==> config.mk <==
export PLATFORM = sky130hd
export DESIGN_NAME = mme_queue
export DESIGN_NICKNAME = d
export VERILOG_FILES = /design/src/rtl/core/mme_pkg.sv /design/src/rtl/core/mme_queue.sv
export VERILOG_INCLUDE_DIRS = /design/src /design/src/rtl/core
export SDC_FILE = /design/constraint.sdc
export NUM_CORES = 1
export LEC_CHECK = 0
export BUFFER_PORTS_ARGS = -buffer_cell sky130_fd_sc_hd__buf_4
export CORE_UTILIZATION = 55
export CTS_BUF_LIST = sky130_fd_sc_hd__clkbuf_16
export DETAILED_ROUTE_END_ITERATION = 7
export PLACE_DENSITY = 0.91
export SETUP_SLACK_MARGIN = 0.5
export SYNTH_ARGS = -nofsm -noshare
export SYNTH_HDL_FRONTEND = slang
export SYNTH_SLANG_ARGS = --single-unit
==> constraint.sdc <==
create_clock -name clock -period 3.6 [get_ports clock]
set_input_delay 0.54 -clock clock [delete_from_list [all_inputs] [get_ports clock]]
set_output_delay 0.54 -clock clock [all_outputs]
set_load 0.02 [all_outputs]
==> src/rtl/core/matrix_multiply_engine_core_macros.svh <==
// Assertion macros used by the matrix multiply engine's command queue.
`ifndef MATRIX_MULTIPLY_ENGINE_CORE_MACROS_SVH
`define MATRIX_MULTIPLY_ENGINE_CORE_MACROS_SVH

// The condition must never hold at a clock edge outside reset.
`define MME_ASSERT_NEVER(label, clk, rst, cond, msg) \
   label: assert property (@(posedge clk) disable iff (rst) !(cond)) else $error(msg);

// Whenever the antecedent holds, the consequent holds in the same cycle.
`define MME_ASSERT_IMPLY(label, clk, rst, pre, post, msg) \
   label: assert property (@(posedge clk) disable iff (rst) (pre) |-> (post)) else $error(msg);

`endif

==> src/rtl/core/mme_pkg.sv <==
package mme_pkg;

   localparam int MME_MAX_DIM   = 16;
   localparam int FRAC_BITS     = 15;
   localparam int ELEM_W        = FRAC_BITS + 1;
   localparam int PROD_W        = 2 * ELEM_W;
   localparam int VALUE_W       = 40;
   localparam int IDX_W         = 4;
   localparam int CSR_W         = 5;
   localparam int CSR_IDX_W     = 2;
   localparam int OP_W          = 2;
   localparam int QUEUE_DEPTH   = 2;

   localparam logic [CSR_W-1:0] DIM_RESET = 5'd16;

   localparam logic [OP_W-1:0] OP_WRITE_A = 2'd0;
   localparam logic [OP_W-1:0] OP_WRITE_B = 2'd1;
   localparam logic [OP_W-1:0] OP_ROW     = 2'd2;

   localparam logic [CSR_IDX_W-1:0] CSR_A_ROWS     = 2'd0;
   localparam logic [CSR_IDX_W-1:0] CSR_INNER_SIZE = 2'd1;
   localparam logic [CSR_IDX_W-1:0] CSR_B_COLUMNS  = 2'd2;

   typedef enum logic [1:0] {
      CMD_WRITE_A,
      CMD_WRITE_B,
      CMD_ROW,
      CMD_ROW_ERR
   } cmd_kind_type;

   typedef enum logic {
      BK_IDLE,
      BK_RUN
   } back_state_type;

   typedef struct packed {
      logic [CSR_W-1:0] m;
      logic [CSR_W-1:0] n;
      logic [CSR_W-1:0] o;
   } dims_type;

   typedef struct packed {
      cmd_kind_type             kind;
      logic [IDX_W-1:0]         row;
      logic [IDX_W-1:0]         col;
      logic signed [ELEM_W-1:0] value;
   } cmd_type;

   typedef struct packed {
      logic [IDX_W-1:0]          out_row;
      logic [IDX_W-1:0]          out_col;
      logic signed [VALUE_W-1:0] product_value;
      logic                      row_last;
      logic                      status;
   } rsp_word_type;

   // Register values of zero act as one; values above the store size are clamped.
   function automatic logic [CSR_W-1:0] eff_dim(input logic [CSR_W-1:0] v,
                                                input int max_dim);
      logic [CSR_W-1:0] r;
      r = v;
      if (v == '0) begin
         r = CSR_W'(1);
      end else if (int'(v) > max_dim) begin
         r = CSR_W'(max_dim);
      end
      return r;
   endfunction

endpackage

==> src/rtl/core/mme_queue.sv <==
`include "matrix_multiply_engine_core_macros.svh"

module mme_queue
   import mme_pkg::*;
#(
   parameter int DEPTH = QUEUE_DEPTH
) (
   input  logic    clock,
   input  logic    reset,
   input  logic    push,
   input  cmd_type push_cmd,
   input  logic    pop,
   output logic    head_valid,
   output cmd_type head_cmd,
   output logic    full
);

   localparam int PTR_W = (DEPTH > 1) ? $clog2(DEPTH) : 1;
   localparam int CNT_W = $clog2(DEPTH + 1);

   cmd_type            entry_ff [DEPTH];
   logic [PTR_W-1:0]   wr_ptr_ff;
   logic [PTR_W-1:0]   wr_ptr_in;
   logic [PTR_W-1:0]   rd_ptr_ff;
   logic [PTR_W-1:0]   rd_ptr_in;
   logic [CNT_W-1:0]   count_ff;
   logic [CNT_W-1:0]   count_in;

   assign head_valid = (count_ff != '0);
   assign full       = (count_ff == CNT_W'(DEPTH));
   assign head_cmd   = entry_ff[rd_ptr_ff];

   always_comb begin
      wr_ptr_in = wr_ptr_ff;
      rd_ptr_in = rd_ptr_ff;
      count_in  = count_ff;
      if (push) begin
         wr_ptr_in = (wr_ptr_ff == PTR_W'(DEPTH - 1)) ? '0 : wr_ptr_ff + PTR_W'(1);
      end
      if (pop) begin
         rd_ptr_in = (rd_ptr_ff == PTR_W'(DEPTH - 1)) ? '0 : rd_ptr_ff + PTR_W'(1);
      end
      if (push && !pop) begin
         count_in = count_ff + CNT_W'(1);
      end else if (pop && !push) begin
         count_in = count_ff - CNT_W'(1);
      end
   end

   always_ff @(posedge clock) begin
      if (reset) begin
         wr_ptr_ff <= '0;
         rd_ptr_ff <= '0;
         count_ff  <= '0;
      end else begin
         wr_ptr_ff <= wr_ptr_in;
         rd_ptr_ff <= rd_ptr_in;
         count_ff  <= count_in;
      end
   end

   always_ff @(posedge clock) begin
      if (push) begin
         entry_ff[wr_ptr_ff] <= push_cmd;
      end
   end

   `MME_ASSERT_NEVER(a_no_push_full, clock, reset, push && full, "push into a full queue")
   `MME_ASSERT_NEVER(a_no_pop_empty, clock, reset, pop && !head_valid, "pop from an empty queue")
   `MME_ASSERT_IMPLY(a_count_bound, clock, reset, 1'b1, count_ff <= CNT_W'(DEPTH), "queue overfilled")

endmodule

## Word-level counts from Yosys, hierarchy flattened

Memory sizes are Yosys's and may differ from the RTL's. A register that Yosys moved wholly into a read port is not among the register bits.
Index checks and enable logic that the tools add are counted.

| storage, ports and cells | value |
|---|---|
| RAM bits | 52 |
| register bits | 4 |
| output and inout port bits | 28 |
| input port bits | 30 |
| latch bits | 0 |
| word-level logic and storage cells | 23 |
| bits in read-only memories | 0 |
| memories | 1 |

Memories:

| memory | depth | bits a word | rd ports | clocked after memory_dff | write ports | line | RTL |
|---|---|---|---|---|---|---|---|
| entry_ff | 2 | 26 | 1 | 1 | 1 | mme_queue.sv:21 | `cmd_type entry_ff [DEPTH];` |

| operators by class | value |
|---|---|
| div/mod/pow operators | 0 |
| order comparisons | 0 |
| reductions and logical operators | 6 |
| shift operators | 0 |
| add/subtract/negate cells | 4 |
| multipliers | 0 |
| equality and inequality tests | 1 |
| muxes and demuxes | 8 |
| bitwise logic cells | 0 |

Operators by type and width:

| cell | number |
|---|---|
| $mux W1 | 6 |
| $mux W2 | 2 |
| $reduce_bool A2 Y1 | 2 |
| $add A1 B1 Y1 const B | 2 |
| $add A2 B1 Y2 const B | 1 |
| $eq A2 B2 Y1 const B | 1 |
| $logic_and A1 B1 Y1 | 2 |
| $logic_not A1 Y1 | 2 |
| $sub A2 B1 Y2 const B | 1 |

## Longest topological paths before layout

Gate-level depths: netlist of run 1.

| logic depth | value |
|---|---|
| word-level depth | 4 |
| gate-level depth with buffers | 5 |
| depth with buffers taken out | 5 |

## Least setup slack after synthesis of run 1

Ideal clock, no wire load.

| timing path | value |
|---|---|
| path kind | in2reg |
| start point | input push |
| end point | memory entry_ff[0][0] (netlist bit), enable pin |
| slack | 1.457 ns |
| arrival time | 1.731 ns |
| data required time | 3.188 ns |
| setup time | 0.412 ns |
| cell stages on the path | 1 |
| path buffers | 0 |
| path through | nor2b_1 |

| on the way | value |
|---|---|
| word-level cells in the longest chain between the ends | 2 |

RTL lines:

| what | line | RTL |
|---|---|---|
| start, declared | mme_queue.sv:10 | `input logic push,` |
| $mux W1 | mme_queue.sv:63 | `if (push) begin` |
| $mux W1 (implied by the code) | mme_queue.sv:64 | `entry_ff[wr_ptr_ff] <= push_cmd;` |
| end, declared | mme_queue.sv:21 |  |

No other way between the ends.

==> results of run 1 <==
## state kept, by name, indices dropped and copies added (netlist names), named ones only
register and count:
wr_ptr_ff 1, entry_ff 52, count_ff 2, rd_ptr_ff 1
## path summary, 6_finish.rpt
kind | startpoint | to | slack (ns) | cells after the start
max | register | head_cmd[11] | 1.08 | 2
max reg2reg | wr_ptr_ff | entry_ff[1][21] | 1.89 | 1
min reg2reg | count_ff[1] | count_ff[1] | 0.51 | 2
min | push_cmd[8] | entry_ff[0][8] | 0.41 | 1
## metal layers
metal | global-route usage (%) | up-vias | routed length [µm]
met5 | 0 | - | 0
met4 | 6.82 | 0 | 37
met3 | 10.9 | 6 | 212
met2 | 33.4 | 41 | 1940
met1 | 18.8 | 560 | 1220
li1 | - | 525 | -
## stage by stage
step	cell area, µm²	util [%]	setup slack, ns
3_5_place_dp	2560	70.0	1.39
6_report	2840	77.6	1.08
4_1_cts	2840	77.6	1.04
2_1_floorplan	2090	-	1.46
3_3_place_gp	2560	70.0	1.41
5_1_grt	2840	77.6	0.941
## power groups by stage
stage / combinational [mW] / clock [mW] / sequential, mW
floorplan: 0.131 / 0 / 0.793
global placement: 0.207 / 0 / 0.805
detailed placement: 0.213 / 0 / 0.809
CTS: 0.215 / 0.779 / 0.797
global route: 0.225 / 0.811 / 0.801
finish: 0.212 / 0.767 / 0.797
## cells in the final DEF (no fill, tap or decap), types with 2 or more instances in the layout
cell,instances
xor2_1,2
xnor2_1,2
clkbuf_16,9
edfxtp_1,52
buf_4,58
nor2_1,4
mux2_2,26
inv_1,3
dfxtp_1,5
clkinv_1,3
## logic make-up (layout without fill, tap and decap cells)
kind of cell,count (synthesis),after routing,synth area share (%)
adder cells (fa/ha/maj),1,1,0.598
buffers and inverters,4,75,1.49
flip-flops,57,57,79.4
multiplexers,26,26,14.0
AO/OA/AOI/OAI,2,2,0.478
AND/OR/NAND/NOR,9,9,2.33
XOR/XNOR,4,4,1.67
## cell type report
| cell class | count | area share, % |
|---|---|---|
| Tap cell | 48 | 2.11 |
| Sequential cell | 57 | 58.5 |
| Inverter | 1 | 0.132 |
| Clock buffer | 9 | 7.93 |
| Multi-Input combinational cell | 42 | 14.1 |
| Clock inverter | 7 | 1.89 |
| Timing Repair Buffer | 58 | 15.3 |
==> results.yml, run 1 <==
cts:
  post_cts_resized: 0
  htree_levels: 3
  cts_tree: "done"
  cts_max_path_buffers: 2
  cts_root_buf: "clkbuf_16"
  insertion_delay_ns: 0.31
  clk_pin_slew_worst_paths_ns: 0.05
  postCtsHoldBufs: 0
  cts_buffers: 9
  clock-sinks: 57
  post_cts_buffers: 0
setup_path:
  endpoint_kind: "output port"
  path_max_fanout: 26
  path_buf_inv: 1
  crit_family: "flip-flops"
  cp_slowest_cell: "dfxtp_1"
  cp_cell_sequence: "mux2_2 -> buf_4"
  critical_path_class: "register to output port"
  required_ns: 3.06
  worst_setup_path_start_kind: "register"
  arrival_ns: 1.98
  critPathMaxStageDelay_ns: 1.06
global_route:
  overflow: 0
  grtUsageTotal_pct: 19.2
  antenna_found_initial: 0
  grt_first_pass_wirelength_um: 5320
  grt_max_degree: 27
  grt_pass1_vias: 1166
final_layout:
  fin_nets: 200
  regArea_mm2: 0.00166
  multiInputGateArea_um2: 402
  antenna_cells: 0
  fillCellCount: 207
  layout.cells.non_filler: 222
  syn_to_final_growth_pct: 35.8
  drive_gt1_share_pct: 56.3
routing:
  firstDrtPassIters: 3
  drt-total-wl_um: 3410
  drtIter0Drc: 28
  ant_nets: 0
  wl_per_cell_um: 15.4
  vias: 1132
  vias_per_cell: 5.10
  drc: 0
synth:
  synth_top_cell_by_area: "edfxtp_1"
  synthTopCellsByArea: "edfxtp_1 (75%), mux2_2 (14%), dfxtp_1 (4.8%), buf_6 (1.1%), xnor2_1 (0.84%)"
  async_flop_share_pct: 0
  synthTopCellsByCount: "edfxtp_1 (52), mux2_2 (26), dfxtp_1 (5), nor2_1 (4)"
  avgSynthCellArea_um2: 20.3
  yosysSeqAreaShare_pct: 79.4
  synth.distinct_cells: 17
  synth_nets: 134
  synth_edf_count: 52
  ys_ff_latch: 57
  synth_area_mm2: 0.00209
  ys.flop_type: "edfxtp_1"
  synthDominantCellAreaShare_pct: 74.6
  synth_cells: 103
  ys_warn_count: 0
  synth_most_common_cell: "edfxtp_1"
floorplanning:
  initial_core_util_pct: 57.1
  coreArea_mm2: 0.00366
  io_pins: 58
  die_h_um: 63.7
  die_w_um: 63.7
  placementRows: 22
  dieArea_mm2: 0.00405
timing:
  rsz0062_at_grt: "false"
  worst_slew_pin_slew_ns: 1.18
  maxSlewHeadroom_pct: 21.2
  drv_slew: 0
  whs_ns: 0.412
  fin_worst_skew_ns: 0.00311
  setup_viol: 0
  post-route-period-util_pct: 70.1
  hold_viol_final: 0
  clock.fmax_mhz: 396
  fin_crit_ns: 2.52
  tns_ns: 0
power:
  power_mw: 1.78
  combPwrFrac_pct: 11.9
  p_int_mw: 1.40
  switching_share_pct: 21.2
  ir_worst_vdd_mv: 0.499
  power_density_mw_per_mm2: 625
  p_leak_nw: 1.11
  switching_power_mw: 0.376
  seqPwrFrac_pct: 44.9
  pwr-share-clk_pct: 43.2
placement:
  gp_congestion: 0.652
  hpwl_um: 2220
  post-place-cells: 206
  port_buffers: 57
run:
  drv_cap: 0
min_path:
  min_path_type: "primary input to register"
status:
  outcome: "finished, final reports clean"
(Power assumes the default switching activity.)
==> run 2, diff against run 1 <==
--- a/config.mk
+++ b/config.mk
@@ -6,11 +6,12 @@
 export SDC_FILE = /design/constraint.sdc
 export NUM_CORES = 1
 export LEC_CHECK = 0
+export ABC_AREA = 1
 export BUFFER_PORTS_ARGS = -buffer_cell sky130_fd_sc_hd__buf_4
-export CORE_UTILIZATION = 55
+export CORE_UTILIZATION = 46
 export CTS_BUF_LIST = sky130_fd_sc_hd__clkbuf_16
 export DETAILED_ROUTE_END_ITERATION = 7
-export PLACE_DENSITY = 0.91
+export PLACE_DENSITY = 0.82
 export SETUP_SLACK_MARGIN = 0.5
 export SYNTH_ARGS = -nofsm -noshare
 export SYNTH_HDL_FRONTEND = slang
==> constraint.sdc (replaced) <==
create_clock -name clock -period 2.1 [get_ports clock]
set_input_delay 0.315 -clock clock [delete_from_list [all_inputs] [get_ports clock]]
set_output_delay 0.315 -clock clock [all_outputs]
set_load 0.02 [all_outputs]
==> run 2 against run 1 <==
The run now ends with DRC left. Critical path depth up 2. Sequential share of layout area is 6.9 points lower. Clock power increased by 77%. Critical path type unchanged. Largest cell class unchanged.
==> results.yml, run 2 <==
routing:
  vias: 1238
  firstDrtPassIters: 6
  drtIter0Drc: 59
  drt-total-wl_um: 4180
  ant_nets: 0
  drc: 5
  wl_per_cell_um: 17.0
  vias_per_cell: 5.03
floorplanning:
  io_pins: 58
  die_w_um: 71.3
  initial_core_util_pct: 49.3
  dieArea_mm2: 0.00508
  placementRows: 24
  die_h_um: 71.3
  coreArea_mm2: 0.00447
global_route:
  use_met1_pct: 21.7
  busiest_layer: "met2"
  grt_max_degree: 17
  overflow: 0
  grtUsageTotal_pct: 18.3
  use_met3_pct: 6.47
  grt_first_pass_wirelength_um: 6530
  grt.met2_usage_pct: 31.3
  antenna_found_initial: 0
  grt_pass1_vias: 1304
final_layout:
  antenna_cells: 0
  largestRegisters: "entry_ff (52), count_ff (2)"
  largest_register_ffs: 52
  fillCellCount: 272
  regMostFlops: "entry_ff"
  drive_gt1_share_pct: 56.7
  syn_to_final_growth_pct: 46.3
  fin_nets: 220
  final_cell_mix: "edfxtp_1 (52), buf_4 (34), buf_6 (28)"
  layout_commonest_cell: "edfxtp_1"
cts:
  cts_tree: "done"
  cts_max_path_buffers: 2
  cts_buffers: 9
  clk_pin_slew_worst_paths_ns: 0.05
  postCtsHoldBufs: 0
  clock-sinks: 57
  htree_levels: 3
  insertion_delay_ns: 0.32
  cts_root_buf: "clkbuf_16"
power:
  p_leak_nw: 1.35
  p_int_mw: 2.50
  seqPwrFrac_pct: 41.6
  ir_worst_vdd_mv: 0.772
  switching_power_mw: 0.709
  switching_share_pct: 22.1
  power_mw: 3.21
  combPwrFrac_pct: 15.9
  power_density_mw_per_mm2: 994
  pwr-share-clk_pct: 42.5
timing:
  rsz0062_at_grt: "true"
  tns_ns: 0
  fin_crit_ns: 1.71
  clock.fmax_mhz: 585
  hold_viol_final: 0
  setup_viol: 0
  maxSlewHeadroom_pct: 70.6
  drv_slew: 0
  post-route-period-util_pct: 81.4
  worst_slew_pin_slew_ns: 0.441
  fin_worst_skew_ns: 0.00441
synth:
  synthTopCellsByArea: "edfxtp_1 (71%), mux2_4 (14%), dfxtp_1 (4.5%), mux2_2 (3.1%), buf_12 (1.8%)"
  async_flop_share_pct: 0
  synth_edf_count: 52
  synth_area_mm2: 0.00221
  synth.distinct_cells: 16
  ys_warn_count: 0
  synth_nets: 145
  synthDominantCellAreaShare_pct: 70.7
  ys.flop_type: "edfxtp_1"
  avgSynthCellArea_um2: 19.4
  synth_most_common_cell: "edfxtp_1"
  yosysSeqAreaShare_pct: 75.3
  ys_ff_latch: 57
  synthTopCellsByCount: "edfxtp_1 (52), mux2_4 (20), inv_1 (9)"
  synth_cells: 114
  synth_top_cell_by_area: "edfxtp_1"
min_path:
  min_path_type: "primary input to register"
  worstHoldPathCells: 2
status:
  outcome: "finished with violations"
  violations: "DRC"
placement:
  hpwl_um: 2680
  port_buffers: 57
  gp_congestion: 0.663
setup_path:
  critical_path_class: "register to output port"
  r2r_slack_ns: 0.70
  endpoint_kind: "output port"
  path_max_fanout: 6
  required_ns: 1.78
  worst_setup_path_start_kind: "register"
  arrival_ns: 1.40
  r2r_cells: 3
run:
  drv_cap: 0
[run 2: power groups by stage]
| stage | combinational, mW | sequential (mW) | clock (mW) |
|---|---|---|---|
| 6_report | 0.510 | 1.34 | 1.36 |
| 5_1_grt | 0.537 | 1.34 | 1.44 |
| 4_1_cts | 0.510 | 1.33 | 1.39 |
| 3_5_place_dp | 0.401 | 1.36 | 0 |
| 3_3_place_gp | 0.387 | 1.35 | 0 |
| 2_1_floorplan | 0.251 | 1.35 | 0 |
[run 2: path summary, 6_finish.rpt]
path                            startpoint             end
worst max-delay path              register    head_cmd[22]
worst min-delay path                 reset        register
worst max register to register   wr_ptr_ff  entry_ff[1][4]
worst min register to register   rd_ptr_ff        register
[run 2: kinds of logic after synthesis]
kind of cell,Yosys count,share of synthesized area (%)
buf+inv,12,3.85
compound gates,2,0.453
fa+ha+maj,1,0.567
simple gates,15,2.78
mux,26,16.7
flops,57,75.3
xor+xnor,1,0.397
[run 2: layout make-up]
type,count,area (µm²),area share [%]
clock buffers,9,225,6.97
clock inverters,7,61.3,1.90
multi-input cells,45,485,15.0
repair buffers,67,693,21.5
well taps,52,65.1,2.01
flip-flops and latches,57,1670,51.6
inverters,9,33.8,1.05
[run 2: worst max-delay path, cell delays in order (launching register included)]
cell	delay [ns]
dfxtp_4	0.38
buf_6	0.13
buf_16	0.13
mux2_4	0.30
buf_6	0.13
[run 2: per-stage QoR]
step,area [µm²],hold slack (ns),instances,worst slack (ns),util (%)
2_1_floorplan,2210,0.387,114,0.677,-
3_3_place_gp,2690,0.500,224,0.631,60.2
3_5_place_dp,2690,0.503,224,0.588,60.2
4_1_cts,3220,0.170,246,0.385,72.0
5_1_grt,3230,0.168,246,0.348,72.2
6_report,3230,0.180,246,0.390,72.2
[run 2: metal layers]
layer	wire (µm)	vias to the layer above	part of all wire, %
met4	55	0	1.3
met3	271	8	6.5
met1	1650	598	39
met5	0	-	0
li1	-	576	-
met2	2200	56	53
[run 2: what timing repair did]
action | in CTS | in global routing
cloned | 3 | 0
setup endpoints to repair | 25 | 24
gates resized for setup | 37 | 2
setup buffers | 3 | 0
