===== config.mk =====
export PLATFORM = sky130hd
export DESIGN_NAME = mme_front
export DESIGN_NICKNAME = d
export VERILOG_FILES = /design/src/rtl/core/matrix_multiply_engine_core_macros.svh /design/src/rtl/core/mme_pkg.sv /design/src/rtl/core/mme_front.sv
export SDC_FILE = /design/constraint.sdc
export NUM_CORES = 1
export LEC_CHECK = 0
export BUFFER_PORTS_ARGS = -buffer_cell sky130_fd_sc_hd__buf_4
export CORE_MARGIN = 2
export CORE_UTILIZATION = 30
export DETAILED_ROUTE_END_ITERATION = 8
export PLACE_DENSITY_LB_ADDON = 0.08
export RECOVER_POWER = 100
export SETUP_SLACK_MARGIN = 0.05
export SLEW_MARGIN = 30
export SYNTH_ARGS = -nofsm -noshare
export SYNTH_HDL_FRONTEND = slang
export SYNTH_SLANG_ARGS = --single-unit

===== constraint.sdc =====
create_clock -name vclk -period 1.13
set_input_delay 0.113 -clock vclk [all_inputs]
set_output_delay 0.113 -clock vclk [all_outputs]
set_load 0.005 [all_outputs]

===== src/rtl/core/matrix_multiply_engine_core_macros.svh =====
// Assertion macros used by the matrix multiply engine's command queue.
`ifndef MATRIX_MULTIPLY_ENGINE_CORE_MACROS_SVH
`define MATRIX_MULTIPLY_ENGINE_CORE_MACROS_SVH

// The condition must never hold at a clock edge outside reset.
`define MME_ASSERT_NEVER(label, clk, rst, cond, msg) \
   label: assert property (@(posedge clk) disable iff (rst) !(cond)) else $error(msg);

// Whenever the antecedent holds, the consequent holds in the same cycle.
`define MME_ASSERT_IMPLY(label, clk, rst, pre, post, msg) \
   label: assert property (@(posedge clk) disable iff (rst) (pre) |-> (post)) else $error(msg);

`endif


===== src/rtl/core/mme_pkg.sv =====
package mme_pkg;

   localparam int MME_MAX_DIM   = 16;
   localparam int FRAC_BITS     = 15;
   localparam int ELEM_W        = FRAC_BITS + 1;
   localparam int PROD_W        = 2 * ELEM_W;
   localparam int VALUE_W       = 40;
   localparam int IDX_W         = 4;
   localparam int CSR_W         = 5;
   localparam int CSR_IDX_W     = 2;
   localparam int OP_W          = 2;
   localparam int QUEUE_DEPTH   = 2;

   localparam logic [CSR_W-1:0] DIM_RESET = 5'd16;

   localparam logic [OP_W-1:0] OP_WRITE_A = 2'd0;
   localparam logic [OP_W-1:0] OP_WRITE_B = 2'd1;
   localparam logic [OP_W-1:0] OP_ROW     = 2'd2;

   localparam logic [CSR_IDX_W-1:0] CSR_A_ROWS     = 2'd0;
   localparam logic [CSR_IDX_W-1:0] CSR_INNER_SIZE = 2'd1;
   localparam logic [CSR_IDX_W-1:0] CSR_B_COLUMNS  = 2'd2;

   typedef enum logic [1:0] {
      CMD_WRITE_A,
      CMD_WRITE_B,
      CMD_ROW,
      CMD_ROW_ERR
   } cmd_kind_type;

   typedef enum logic {
      BK_IDLE,
      BK_RUN
   } back_state_type;

   typedef struct packed {
      logic [CSR_W-1:0] m;
      logic [CSR_W-1:0] n;
      logic [CSR_W-1:0] o;
   } dims_type;

   typedef struct packed {
      cmd_kind_type             kind;
      logic [IDX_W-1:0]         row;
      logic [IDX_W-1:0]         col;
      logic signed [ELEM_W-1:0] value;
   } cmd_type;

   typedef struct packed {
      logic [IDX_W-1:0]          out_row;
      logic [IDX_W-1:0]          out_col;
      logic signed [VALUE_W-1:0] product_value;
      logic                      row_last;
      logic                      status;
   } rsp_word_type;

   // Register values of zero act as one; values above the store size are clamped.
   function automatic logic [CSR_W-1:0] eff_dim(input logic [CSR_W-1:0] v,
                                                input int max_dim);
      logic [CSR_W-1:0] r;
      r = v;
      if (v == '0) begin
         r = CSR_W'(1);
      end else if (int'(v) > max_dim) begin
         r = CSR_W'(max_dim);
      end
      return r;
   endfunction

endpackage


===== src/rtl/core/mme_front.sv =====
module mme_front
   import mme_pkg::*;
(
   input  logic                     req_valid,
   output logic                     req_ready,
   input  logic [OP_W-1:0]          req_operation,
   input  logic [IDX_W-1:0]         req_row_index,
   input  logic [IDX_W-1:0]         req_col_index,
   input  logic signed [ELEM_W-1:0] req_element_value,
   input  dims_type                 dims,
   input  logic                     q_full,
   output logic                     q_push,
   output cmd_type                  q_cmd
);

   logic [CSR_W-1:0] row_ext;
   logic [CSR_W-1:0] col_ext;
   logic             keep;

   assign row_ext   = {1'b0, req_row_index};
   assign col_ext   = {1'b0, req_col_index};
   assign req_ready = !q_full;

   // Writes outside the configured shape and the unused operation code are dropped here.
   always_comb begin
      keep        = 1'b0;
      q_cmd.kind  = CMD_ROW;
      q_cmd.row   = req_row_index;
      q_cmd.col   = req_col_index;
      q_cmd.value = req_element_value;
      case (req_operation)
         OP_WRITE_A: begin
            q_cmd.kind = CMD_WRITE_A;
            keep       = (row_ext < dims.m) && (col_ext < dims.n);
         end
         OP_WRITE_B: begin
            q_cmd.kind = CMD_WRITE_B;
            keep       = (row_ext < dims.n) && (col_ext < dims.o);
         end
         OP_ROW: begin
            q_cmd.kind = (row_ext < dims.m) ? CMD_ROW : CMD_ROW_ERR;
            keep       = 1'b1;
         end
         default: begin
            keep = 1'b0;
         end
      endcase
   end

   assign q_push = req_valid && req_ready && keep;

endmodule


**Word-level counts from Yosys, hierarchy flattened**

Index checks and enable logic that the tools add are counted.
Widths: inputs -> output; s select.

- Input bits: 43
- Output and inout bits: 28
- Register bits: 0
- RAM bits: 0
- ROM bits: 0
- Word-level logic and storage cells: 15
- Bits in latches: 0
- Memories: 0

- Add/sub/neg operators: 0
- Muxes and demuxes: 3
- Equality and inequality tests: 2
- Reductions and logical operators: 6
- Multiply operators: 0
- Shifts and indexed selects: 0
- Magnitude comparators: 4
- Bitwise gates (word level): 0
- Divide/modulo/power cells: 0

Operators by type and width:

| kind | number |
|---|---|
| $lt 4x5->1 | 4 |
| $pmux 2 s3 | 1 |
| $logic_and 1x1->1 | 4 |
| $pmux 1 s3 | 1 |
| $eq 2x1->1 const B | 1 |
| $eq 2x2->1 const B | 1 |
| $logic_not 2->1 | 1 |
| $logic_not 1->1 | 1 |
| $mux 1 | 1 |

**Depth between registers and ports, before layout**

Gate-level depths: netlist of run 1.

- Depth in word-level cells: 4
- Gate-level depth with buffers: 7
- Depth with buffers taken out: 7

**Worst setup path before layout of run 1**

OpenSTA, ideal clock, no wires.

- Path kind: input-to-output
- Start: input port dims[1] (netlist name)
- End: output port q_push
- Required time: 1.017 ns
- Buffers on the path: 0
- Slack: -0.069 ns
- Arrival: 1.086 ns
- Stages: 6
- Cells stage by stage: inv_1 ha_1 a211oi_1 or4b_1 nand3_1 nand3_1

- Word-level cells in the longest chain between the ends: 4

Ends and longest elaborated chain:

| element | line | RTL |
|---|---|---|
| start, declared | mme_front.sv:10 | `input dims_type dims,` |
| $lt 4x5->1 | mme_front.sv:38 | `keep = (row_ext < dims.n) && (col_ext < dims.o);` |
| $logic_and 1x1->1 | mme_front.sv:38 |  |
| $pmux 1 s3 | mme_front.sv:31 | `case (req_operation)` |
| $logic_and 1x1->1 | mme_front.sv:50 | `assign q_push = req_valid && req_ready && keep;` |
| end, declared | mme_front.sv:12 | `output logic q_push,` |

Every way passes these cells.

**Worst setup path after layout of run 1**

- Start: input port req_col_index[1]
- End: output port q_push

- Word-level cells in the longest chain between the ends: 4
- Elaborated cells between the ends (all ways): 6
- Classes of those cells: order compare: 2; mux: 1; reduce/logical: 3

Ends and longest elaborated chain:

| element | line | RTL |
|---|---|---|
| start, declared | mme_front.sv:8 | `input logic [IDX_W-1:0] req_col_index,` |
| $lt 4x5->1 (on tied branches) | mme_front.sv:38, mme_front.sv:34 |  |
| $logic_and 1x1->1 (on tied branches) | mme_front.sv:38, mme_front.sv:34 |  |
| $pmux 1 s3 (*) | mme_front.sv:31 |  |
| $logic_and 1x1->1 (*) | mme_front.sv:50 |  |

Mark *: on every way between the ends. The rest lies on a longest branch, timed or not.

==> results by group, run 1 <==
GRT
  • First-pass GRT wire length: 2.007 mm
  • GRT Total Usage: between 10% and 20%
  • Grt ovf: 0
  • Antenna violations before repair: 0
  • Vias in the first global route: 543
  • Largest net degree at the start of global routing: 5

Floorplan
  • Core Region: 1727 µm²
  • Die Height: approximately 47 µm
  • Die X-Extent: 46.79 µm
  • Std cell rows: 15
  • Initial Util: 31.81%
  • Io pins: 71
  • Die area: roughly 2200 µm²

Power
  • Seq pwr share: 0%
  • Int Pwr: 0.0001715 W
  • P_leak: about 0.42 nW
  • Combinational power share: 100.0%
  • Clk pwr share: 0%
  • Switching Share: 37.86%
  • Power Dens Cells: 330.7 nW/µm²
  • Switching Power: 0.0001045 W
  • Peak VDD IR: 0.1231 mV

Worst setup path
  • Critical path's slowest cell: or4b_1
  • Critical Path End Type: primary output
  • Required @ worst endpoint: 1.02 ns
  • Crit Path Class: in -> out
  • Critical Path AT: 1.32 ns
  • Critical Path Max Stage Delay: 0.49 ns
  • Top Family by Delay on Critical Path: simple AND/OR/NAND/NOR gates
  • Critical Path Most Common Cell: nand3_1
  • Buf+Inv Stages, Crit Path: 2
  • Setup crit start kind: primary input
  • Critical path, cell by cell: buf_6 > ha_4 > a211oi_2 > or4b_1 > nand3_1 > nand3_1 > buf_4
  • Largest fanout on the critical path: 2

Drt
  • # DRC: 0
  • DRT Pass-1 Iters: 3
  • DRT iter0 DRCs: 2
  • DRT Wirelength: 1.154 mm
  • Vias/cell: about 4.3
  • Final ANT Viol Nets: 0
  • Vias: approximately 530
  • Routed length per instance: 9.306 µm

Synthesis
  • Syn avg cell area: 6.953 µm²
  • Post-synthesis instance area: around 550 µm²
  • Yosys top cell area share: 32.80%
  • YS warnings: 0
  • Cell with the most instances after synthesis: buf_4
  • Sequential cell area fraction in the yosys report: 0%
  • Synth top area cells: buf_4 33%, ha_1 27%, inv_1 9.6%
  • Post-Syn Nets: 134
  • Synth cell types: 20
  • Synth Instances: 79
  • Biggest area consumer among synthesized cells: buf_4
  • Commonest cells in the netlist: 24 x buf_4, 14 x inv_1, 12 x ha_1

Status
  • Status: finished, violations left
  • Failing checks: negative setup slack

Run
  • Max cap viols: 0

STA
  • Final critical-path share of the clock period: 126.5%
  • Tmin final: 1.430 ns
  • Final Max Tran Viols: 0
  • RSZ-0062 raised after global routing: yes
  • Relative slew slack: ~90%
  • F_max: 699.4 MHz
  • Setup WS post-layout: -0.2998 ns
  • Worst-margin pin slew: ~0.18 ns
  • Final setup vio count: 2
  • Hold Violations, Final: 0

Cells and area
  • Area grow syn2layout: 51.94%
  • Share of layout cells above drive strength 1: 54.55%
  • Layout Nets: 156
  • FF/Latch Area: 0 µm²
  • Post-route insts no fill: 124
  • Number of diodes: 0
  • Clkbuf count: 0
  • Sequential cell count: 0
  • Util after Layout: between 40% and 50%

Place
  • RD Place Congestion: 0.7292
  • Port buffer count: 39
  • Dpl hpwl: 968.8 µm
  • Placed Instances: between 100 and 150

Clock network
  • Setup Fix Bufs, Post-CTS: 0

Worst hold path
  • Min-delay worst type: in -> out
-- timing repair --
action / 4_1_cts / 5_1_grt
endpoints found under the setup margin: 2 / 2
hold buffers: 0 / 0
resized for setup: 22 / 5
pin swaps: 9 / 5
-- per-stage QoR --
step / instance area [µm²] / setup slack [ns] / TNS (ns) / power [W] / hold slack [ns]
global route: 834.6 / -0.3478 / -0.4552 / 0.0003158 / 0.2260
floorplan: 549.3 / -0.06948 / -0.06948 / 0.0001516 / 0.2602
global placement: 734.5 / -0.3447 / -0.5296 / 0.0002326 / 0.2260
CTS: 829.5 / -0.3358 / -0.4054 / 0.0002769 / 0.2260
detailed placement: 734.5 / -0.3365 / -0.5202 / 0.0002343 / 0.2260
finish: 834.6 / -0.2998 / -0.3621 / 0.0002760 / 0.2260
-- cells in the final DEF (no fill, tap or decap), drive strengths merged --
cell type / netlist / routed
a221o: 1 / 1
o21bai: 1 / 1
or4b: 1 / 1
nand2: 3 / 3
nor3b: 1 / 1
clkbuf: 1 / 9
a211oi: 1 / 1
o22ai: 1 / 1
buf: 24 / 36
nand3: 2 / 2
nor2: 2 / 2
o21ai: 5 / 5
inv: 14 / 14
ha: 12 / 12
nand3b: 1 / 1
nor3: 2 / 2
a21oi: 2 / 2
nor2b: 1 / 1
o211ai: 1 / 1
nand2b: 3 / 3
-- cell type report --
cell class                 count  area (µm²)
multi-input combinational     40       392.9
timing repair buffer          45       352.8
inverter                      14       57.56
tap                           25       31.28
fill                         182       892.1
-- cells by family (layout without fill, tap and decap cells) --
family	count (synthesis)	after routing	share of synthesized area, %
and+or+nand+nor	16	16	16.18
buffers and inverters	39	59	43.05
adders and majority gates	12	12	27.33
AOI/OAI and AO/OA	12	12	13.44
-- power groups by stage --
| stage | clock, W | sequential (W) | combinational [W] |
|---|---|---|---|
| 2_1_floorplan | 0 | 0 | 0.000152 |
| 3_3_place_gp | 0 | 0 | 0.000233 |
| 3_5_place_dp | 0 | 0 | 0.000234 |
| 4_1_cts | 0 | 0 | 0.000277 |
| 5_1_grt | 0 | 0 | 0.000316 |
| 6_report | 0 | 0 | 0.000276 |
-- per-layer routing --
layer / routed length [µm] / track usage (%)
met3: 105 / 1.538
met5: 0 / 0
met4: 0 / 0.5556
met1: 497 / 14.48
met2: 552 / 22.47
-- final timing paths --
check                       to  cells after the start  slack [ns]            startpoint
worst max-delay path    q_push                      7       -0.30      req_col_index[1]
worst min-delay path  q_cmd[7]                      0        0.23  req_element_value[7]
Note: power is estimated with default switching activity, not from simulation.
==> inputs of run 2 (changes only) <==
ABC_AREA = 1   (was unset)
CORE_UTILIZATION = 33   (was 30)
PLACE_DENSITY = 0.79   (was unset)
PLACE_DENSITY_LB_ADDON = unset   (was 0.08)
==> run 2 against run 1 <==
Critical path type unchanged. Wire length grew 31%. Flip-flop and latch count did not move. Cell count grew 27%. Core utilization grew 4.5 points. Die area up 6.4%. Worst setup slack gained 0.18 ns. Design area up 20%. Hold slack is the same. Critical path depth rose by 5. Via count increased by 29%. The run still ends with negative setup slack left. Maximum frequency rose by 14%.
==> results by group, run 2 <==
Synthesis
  • Syn avg cell area: 5.625 µm² (-19%)
  • Sequential cell area fraction in the yosys report: 0% (unchanged)
  • Post-synthesis adder-cell area fraction: 23.21% (-4.1 points)
  • Complex-gate fraction of the synthesized area: 1.161% (-12 points)
  • Synth cell types: 11 (-45%)
  • Synth top area cells: buf_4 28%, ha_1 23%, inv_1 15%
  • XOR/XNOR Fraction of Synth Area: 0% (unchanged)
  • Post-Syn Nets: 170 (+27%)
  • Yosys top cell area share: 27.85% (-4.9 points)
  • Cell with the most instances after synthesis: inv_1
  • Mux contribution to synthesized area: 0% (unchanged)
  • YS warnings: 0 (unchanged)
  • Simple-Gate Fraction of Synth Area: 30.95% (+15 points)
  • Synth Instances: 115 (+46%)
  • Post-synthesis instance area: 646.9 µm² (+18%)
  • Commonest cells in the netlist: 26 x inv_1, 24 x buf_4, 24 x nand2_1
  • Largest family of logic cells by synthesized area: buffers and inverters
  • Biggest area consumer among synthesized cells: buf_4

Drt
  • DRT Wirelength: 1.517 mm (+31%)
  • # DRC: 0 (unchanged)
  • DRT Pass-1 Iters: 3 (unchanged)
  • Routed length per instance: 9.662 µm (+3.8%)
  • Vias/cell: 4.369 (+1.7%)
  • DRT iter0 DRCs: 4 (+2)
  • Final ANT Viol Nets: 0 (unchanged)
  • Vias: 686 (+29%)

Worst setup path
  • Crit path to: q_push
  • Critical path's slowest cell: ha_4
  • Crit Path Class: in -> out
  • Critical path, cell by cell: buf_6 > ha_4 > inv_2 > nor2_4 > nand2_1 > nor2_1 > nor2_1 > nand3_1 > nand3_1 > nand2_1 > inv_2 > buf_6
  • Critical Path AT: 1.14 ns (-0.18 ns)
  • Required @ worst endpoint: 1.02 ns (about the same)
  • Critical Path Max Stage Delay: 0.25 ns (-0.24 ns)
  • Largest fanout on the critical path: 3 (+1)
  • Critical Path End Type: primary output
  • Setup crit start: req_col_index[3]
  • Setup crit start kind: primary input

GRT
  • Vias in the first global route: 578 (+6.4%)
  • Grt ovf: 0 (unchanged)
  • First-pass GRT wire length: 2.097 mm (+4.5%)
  • Largest net degree at the start of global routing: 5 (unchanged)
  • GRT Total Usage: 12.18% (+0.46 points)
  • Antenna violations before repair: 0 (unchanged)

Cells and area
  • Sequential cell count: 0 (unchanged)
  • FF/Latch Area: 0 µm² (unchanged)
  • Commonest non-fill, non-tap cell in the layout: buf_4
  • Fin area: 1005 µm² (+20%)
  • Area grow syn2layout: 55.32%
  • Fillers: 189 (+3.8%)
  • Clkbuf count: 0 (unchanged)
  • Number of diodes: 0 (unchanged)
  • Multi-input gate area: 500.5 µm² (+27%)
  • Share of layout cells above drive strength 1: 53.85% (-0.70 points)
  • Layout Nets: 187 (+20%)
  • Most frequent cells in the layout: 23 x buf_4, 21 x nand2_1, 15 x inv_1, 15 x nor2_1, 10 x ha_4

Clock network
  • Setup Fix Bufs, Post-CTS: 0 (unchanged)
  • Hold buffer count at CTS: 0 (unchanged)

STA
  • Worst Hold Slack: 0.2260 ns (unchanged)
  • Final setup vio count: 2 (unchanged)
  • Setup WS post-layout: -0.1216 ns (+0.1782 ns)
  • Final Max Tran Viols: 0 (unchanged)
  • Hold Violations, Final: 0 (unchanged)
  • Relative slew slack: 91.33% (+3.1 points)
  • Tmin final: 1.252 ns (-0.1782 ns)
  • F_max: 799.0 MHz (+14%)
  • Worst-margin pin slew: 0.1295 ns (-0.04553 ns)
  • Final critical-path share of the clock period: 110.8% (-16 points)
  • RSZ-0062 raised after global routing: yes

Worst hold path
  • Min-delay worst type: in -> out

Floorplan
  • Io pins: 71 (unchanged)
  • Die area: 2330 µm² (+6.4%)
  • Die Height: 48.28 µm (+3.2%)
  • Core Region: 1902 µm² (+10%)
  • Die X-Extent: 48.28 µm (+3.2%)
  • Std cell rows: 16 (+1)
  • Initial Util: 34.01% (+2.2 points)

Power
  • Peak VDD IR: 0.1641 mV (+33%)
  • P_leak: 0.5479 nW (+30%)
  • Power Dens Cells: 348.9 nW/µm² (+5.5%)
  • Total Power: 0.0003506 W (+27%)

Place
  • RD Place Congestion: 0.6965 (-4.5%)
  • Dpl hpwl: 1.225 mm (+26%)
  • Port buffer count: 39 (unchanged)
  • Cell Area, Placed: 797.0 µm² (+8.5%)

Status
  • Failing checks: negative setup slack
  • Status: finished, violations left

Run
  • Max cap viols: 0 (unchanged)
## run 2: cell types whose count changed after synthesis, sizes merged, moves of 2 or more
cell    before  now
a21oi        2    0
inv         14   28
nand2        3   24
nand2b       3    0
nand4        0    3
nor2         2   19
nor3         2    0
o21ai        5    0
## run 2: area by class of cell
type	count	area share [%]
repair buffers	40	34.37
multi-input cells	62	49.81
inverters	28	12.45
well taps	27	3.362
## run 2: power breakdown
group	leakage [nW]	internal (W)	switching (W)
clock	0	0	0
combinational	0.548	0.000198	0.000152
sequential	0	0	0
total	0.548	0.000198	0.000152
## run 2: how the worst min path moves through the flow
stage / to / cells past startpoint / from
finish: q_cmd[12] / 0 / req_element_value[12]
global route: q_cmd[4] / 0 / req_element_value[4]
CTS: q_cmd[2] / 0 / req_element_value[2]
detailed placement: q_cmd[2] / 0 / req_element_value[2]
global placement: q_cmd[2] / 0 / req_element_value[2]
floorplan: req_ready / 1 / q_full
## run 2: cell families after synthesis
kind of cell               count (synthesis)
AOI/OAI and AO/OA                          1
adders and majority gates                 12
buffers and inverters                     53
and+or+nand+nor                           49
## run 2: stage by stage
step,std cells,utilization [%],setup TNS [ns],worst slack [ns]
after detailed placement,157,41.91,-0.3624,-0.1951
after global routing,157,52.83,-0.4127,-0.2093
after floorplan,115,-,0,0.07864
after CTS,157,50.26,-0.2780,-0.1392
final,157,52.83,-0.2425,-0.1216
after global placement,157,41.91,-0.3284,-0.1760
## run 2: layer usage
metal | share of wire (%) | up-vias | track usage (%)
met3 | 6.5 | 0 | 0.3704
met5 | 0 | - | 0
met2 | 58 | 23 | 27.37
li1 | - | 346 | -
met4 | 0 | 0 | 0.5405
met1 | 36 | 317 | 12.31
## run 2: worst max-delay path, delay by kind of cell
kind | cells | cell delay (ns)
buffers and inverters | 4 | 0.28
and+or+nand+nor | 7 | 0.50
adders and majority gates | 1 | 0.25
## run 2: timing repair
| action | CTS | global route |
|---|---|---|
| hold endpoints to repair | 0 | 0 |
| pin swaps | 16 | 19 |
| resized for setup | 30 | 17 |
| endpoints found under the setup margin | 2 | 2 |
